**src/rtl/core/sle_pkg.sv**
```systemverilog
// ----------------------------------------------------------------------------
// sle_pkg
// Shared types and constants of the sorted list engine.
// ----------------------------------------------------------------------------
`default_nettype none

package sle_pkg;

  localparam int unsigned CAPACITY = 64;
  localparam int unsigned CNT_W    = $clog2(CAPACITY + 1);
  localparam int unsigned VAL_W    = 32;
  localparam int unsigned KIND_W   = 2;
  localparam int unsigned STAT_W   = 2;
  localparam int unsigned ECNT_W   = 7;

  typedef enum logic [KIND_W-1:0] {
    KIND_INSERT = 2'd0,
    KIND_DELETE = 2'd1,
    KIND_FIND   = 2'd2
  } kind_e;

  typedef enum logic [STAT_W-1:0] {
    ST_DONE    = 2'd0,
    ST_MISSING = 2'd1,
    ST_FULL    = 2'd2
  } status_e;

  // broadcast from the top to every cell
  typedef struct packed {
    logic ins;
    logic del;
  } cell_ctrl_t;

  // compare results of one cell against the broadcast key
  typedef struct packed {
    logic after;  // empty, or holds a value above the key
    logic ge;     // occupied and holds a value at or above the key
    logic eq;     // occupied and holds the key
  } cell_flags_t;

endpackage

`default_nettype wire

```
**src/rtl/core/sle_cell.sv**
```systemverilog
// ----------------------------------------------------------------------------
// sle_cell
// One slot of the sorted chain: holds a value, compares it with the key and
// takes a value from a neighbor on insert or delete.
// ----------------------------------------------------------------------------
`default_nettype none

module sle_cell (
  input  wire                                   clk_i,
  input  wire                                   occ_i,
  input  wire signed [sle_pkg::VAL_W-1:0]       key_i,
  input  wire sle_pkg::cell_ctrl_t              ctrl_i,
  input  wire                                   prev_after_i,
  input  wire signed [sle_pkg::VAL_W-1:0]       prev_val_i,
  input  wire signed [sle_pkg::VAL_W-1:0]       next_val_i,
  output logic signed [sle_pkg::VAL_W-1:0]      val_o,
  output sle_pkg::cell_flags_t                  flags_o
);

  logic signed [sle_pkg::VAL_W-1:0] val_q;
  logic signed [sle_pkg::VAL_W-1:0] val_d;

  always_comb begin
    flags_o.after = !occ_i || (val_q > key_i);
    flags_o.ge    = occ_i && (val_q >= key_i);
    flags_o.eq    = occ_i && (val_q == key_i);
  end

  always_comb begin
    val_d = val_q;
    if (ctrl_i.ins) begin
      // everything above the key moves one slot up
      if (prev_after_i) begin
        val_d = prev_val_i;
      end else if (flags_o.after) begin
        val_d = key_i;
      end
    end else if (ctrl_i.del && flags_o.ge) begin
      val_d = next_val_i;
    end
  end

  always_ff @(posedge clk_i) begin
    val_q <= val_d;
  end

  assign val_o = val_q;

endmodule

`default_nettype wire

```
**config.mk**
```make
export PLATFORM = sky130hd
export DESIGN_NAME = sle_cell
export DESIGN_NICKNAME = d
export VERILOG_FILES = /design/src/rtl/core/sle_pkg.sv /design/src/rtl/core/sle_cell.sv
export SDC_FILE = /design/constraint.sdc
export NUM_CORES = 1
export LEC_CHECK = 0
export BUFFER_PORTS_ARGS = -buffer_cell sky130_fd_sc_hd__buf_2
export CAP_MARGIN = 20
export CELL_PAD_IN_SITES_DETAIL_PLACEMENT = 1
export CELL_PAD_IN_SITES_GLOBAL_PLACEMENT = 1
export CORE_ASPECT_RATIO = 0.7
export CORE_MARGIN = 2
export CORE_UTILIZATION = 29
export CTS_BUF_LIST = sky130_fd_sc_hd__clkbuf_8 sky130_fd_sc_hd__clkbuf_16
export CTS_CLUSTER_DIAMETER = 100
export DETAILED_ROUTE_END_ITERATION = 10
export PLACE_DENSITY = 0.74
export SLEW_MARGIN = 30
export SYNTH_ARGS = -nofsm -noshare
export SYNTH_HDL_FRONTEND = slang
export SYNTH_SLANG_ARGS = --single-unit
```
**constraint.sdc**
```tcl
create_clock -name clk_i -period 2.7 [get_ports clk_i]
set_input_delay 0.405 -clock clk_i [delete_from_list [all_inputs] [get_ports clk_i]]
set_output_delay 0.405 -clock clk_i [all_outputs]
set_load 0.1 [all_outputs]
```
==> results.cfg <==
[timing]
rsz0062_at_grt = true
fin_crit_sh_pct = 102
final.min_clock_period_ns = 2.76
hold_viol = 0
setup_viol = 2
drv_slew = 0
max_freq_mhz = 362
relSlewSlack_pct = 66.6
setup_tns_ns = -0.122
tightestPinTransition_ns = 0.500
skew_ns = 0.00366
layout_setup_ws_ns = -0.0617

[synth]
syn_area_per_cell_um2 = 9.30
synthCells = 268
ys_async_sr_fraction_pct = 0
yosys.cell_types.count = 25
synth_edf_count = 32
ys_ff_latch = 32
yosysWarningCount = 0
synthFlopType = edfxtp_1
netlist_area_um2 = 2490
syn_nets = 401
seq_area_frac_synth_pct = 38.6

[layout]
mostFrequentLayoutCell = buf_2
regArea_um2 = 961
n_antenna_cell = 0
fin_area_um2 = 3830
final_cell_mix = 132 x buf_2, 46 x a21oi_1, 39 x inv_1
multi_input_area_um2 = 1540
nFillCells = 992
area_growth_pct = 53.6
nets = 548
layout-drive-gt1-share_pct = 42.3
largest_reg_flops = 32

[die]
dieHeight_um = 81.6
die_area_um2 = 9360
die_x_um = 115
coreArea_um2 = 8410
start_util_pct = 29.6
ios = 136
rows = 28

[cts]
cts-htree-levels = 2
clk_latency_ns = 0.27
cts_made_buffers = 5
cts_tree = done
clk_path_buf_depth = 2
root_buffer = clkbuf_16
clkSinkCount = 32
holdBufCountCts = 0
path_clk_slew_ns = 0.05

[global_routing]
grt_pass1_wl_um = 12200
grt_max_degree = 51
antenna_found_initial = 0
overflow = 0
grt_util_all_layers_pct = 16.6
grt_pass1_vias = 2557

[setup_path]
worst-path-buf-inv = 1
r2r_cells = 9
end_kind = primary output
reg2reg_from = val_o[31]$_DFFE_PP_
cp_data_required_time_ns = 2.30
crit_slowest_cell = edfxtp_1
path_class = register to primary output
startpoint_type = register
path_max_fanout = 3
cp_top_family = compound AO/OA/AOI/OAI gates
arrival_ns = 2.36
critPathMaxStageDelay_ns = 0.45
r2r_end = val_o[1]$_DFFE_PP_
worstPathCellList = ha_4 -> nand4_1 -> nor4_4 -> nand2_2 -> a31o_1 -> a31o_4 -> a21oi_4 -> buf_12
reg2reg_slack_ns = 0.05

[route]
ant_nets = 0
dr_total_vias = 2476
wire_per_inst_um = 14.7
wl_um = 7640
drt-initial-drc-count = 38
drt_first_pass_iters = 4
viasPerCell = 4.75
post-route-drc-count = 0

[outcome]
violations = negative setup slack
outcome = finished, violations left

[placement]
dp_hpwl_um = 6240
post_dp_cell_area_um2 = 3540
port_buffers = 135
place_congestion = 0.779

[power_and_ir_drop]
fin_total_pwr_uw = 2350
peakVddDrop_mv = 0.272
power.density_nw_per_um2 = 614
p_leak_uw = 0.00194

[hold_path]
min_from = next_val_i[6]
hold_path_end = val_o[6]$_DFFE_PP_
hold-path-cell-count = 3
hold_class = input port to register

[run]
max_cap_viol_count = 0
cell usage after synthesis (2+ instances only):
master / instances / area share (%)
nor4_2: 2 / 1.0
a31o_1: 2 / 0.70
nand4_1: 3 / 0.75
nand2_1: 12 / 1.8
nand3_1: 3 / 0.60
ha_1: 32 / 16
o21ai_0: 5 / 1.0
nor2_1: 36 / 5.4
a21o_1: 2 / 0.60
a21oi_1: 47 / 9.4
mux2i_1: 32 / 13
edfxtp_1: 32 / 39
clkbuf_1: 8 / 1.2
nand4_2: 2 / 1.0
buf_2: 3 / 0.60
inv_1: 38 / 5.7
logic make-up after synthesis:
kind of cell	share of synthesized area, %
adders and majority gates	16.1
muxes	12.9
buffers and inverters	7.53
AOI/OAI and AO/OA	13.9
and+or+nand+nor	11.1
DFF	38.6
tightest hold or removal path, stage by stage:
cell     delay [ns]
buf_2          0.08
nor2_1         0.03
a21oi_1        0.09
stage by stage:
| step | hold slack, ns | worst slack, ns | std cells | utilization, % |
|---|---|---|---|---|
| final | 0.455 | -0.0617 | 521 | 45.5 |
| after global routing | 0.468 | -0.177 | 521 | 45.5 |
| after CTS | 0.447 | -0.0720 | 515 | 44.4 |
| after detailed placement | 0.730 | -0.0853 | 505 | 42.1 |
| after global placement | 0.723 | -0.0596 | 505 | 42.1 |
| after floorplan | 0.631 | -0.614 | 268 | - |
what timing repair did:
| item | CTS | global route |
|---|---|---|
| buffers inserted | 3 | 5 |
| resized for setup | 5 | 5 |
| setup endpoints to repair | 2 | 35 |
| gates cloned | 0 | 1 |
| pin swaps | 6 | 7 |
| hold endpoints to repair | 0 | 0 |
worst max-delay path by stage:
stage	from	end	slack, ns	cells past startpoint
global placement	key_i[31]	flags_o[2]	-0.06	11
CTS	val_o[11]$_DFFE_PP_	flags_o[1]	-0.07	8
finish	val_o[31]$_DFFE_PP_	flags_o[2]	-0.06	8
global route	val_o[31]$_DFFE_PP_	flags_o[1]	-0.18	8
floorplan	val_o[30]$_DFFE_PP_	flags_o[2]	-0.61	6
detailed placement	key_i[31]	flags_o[2]	-0.09	11
per-layer routing:
layer | up-vias | global-route usage (%) | wire length (µm)
li1 | 1244 | - | -
met1 | 1160 | 20.6 | 3570
met2 | 70 | 29.9 | 3600
met3 | 2 | 4.06 | 433
met4 | 0 | 3.13 | 40
met5 | - | 0 | 0
final cells by class:
class	instances	share of cell area (%)
sequential	32	25.1
clock buffer	5	3.27
timing repair buffer	151	23.9
tap	105	3.43
clock inverter	3	0.294
multi-input combinational	187	40.1
inverter	38	3.82
power breakdown:
| part | internal, µW | switching [µW] |
|---|---|---|
| Clock | 331 | 195 |
| Combinational | 325 | 814 |
| Sequential | 640 | 43.2 |
| Total | 1300 | 1050 |
(Power assumes the default switching activity.)
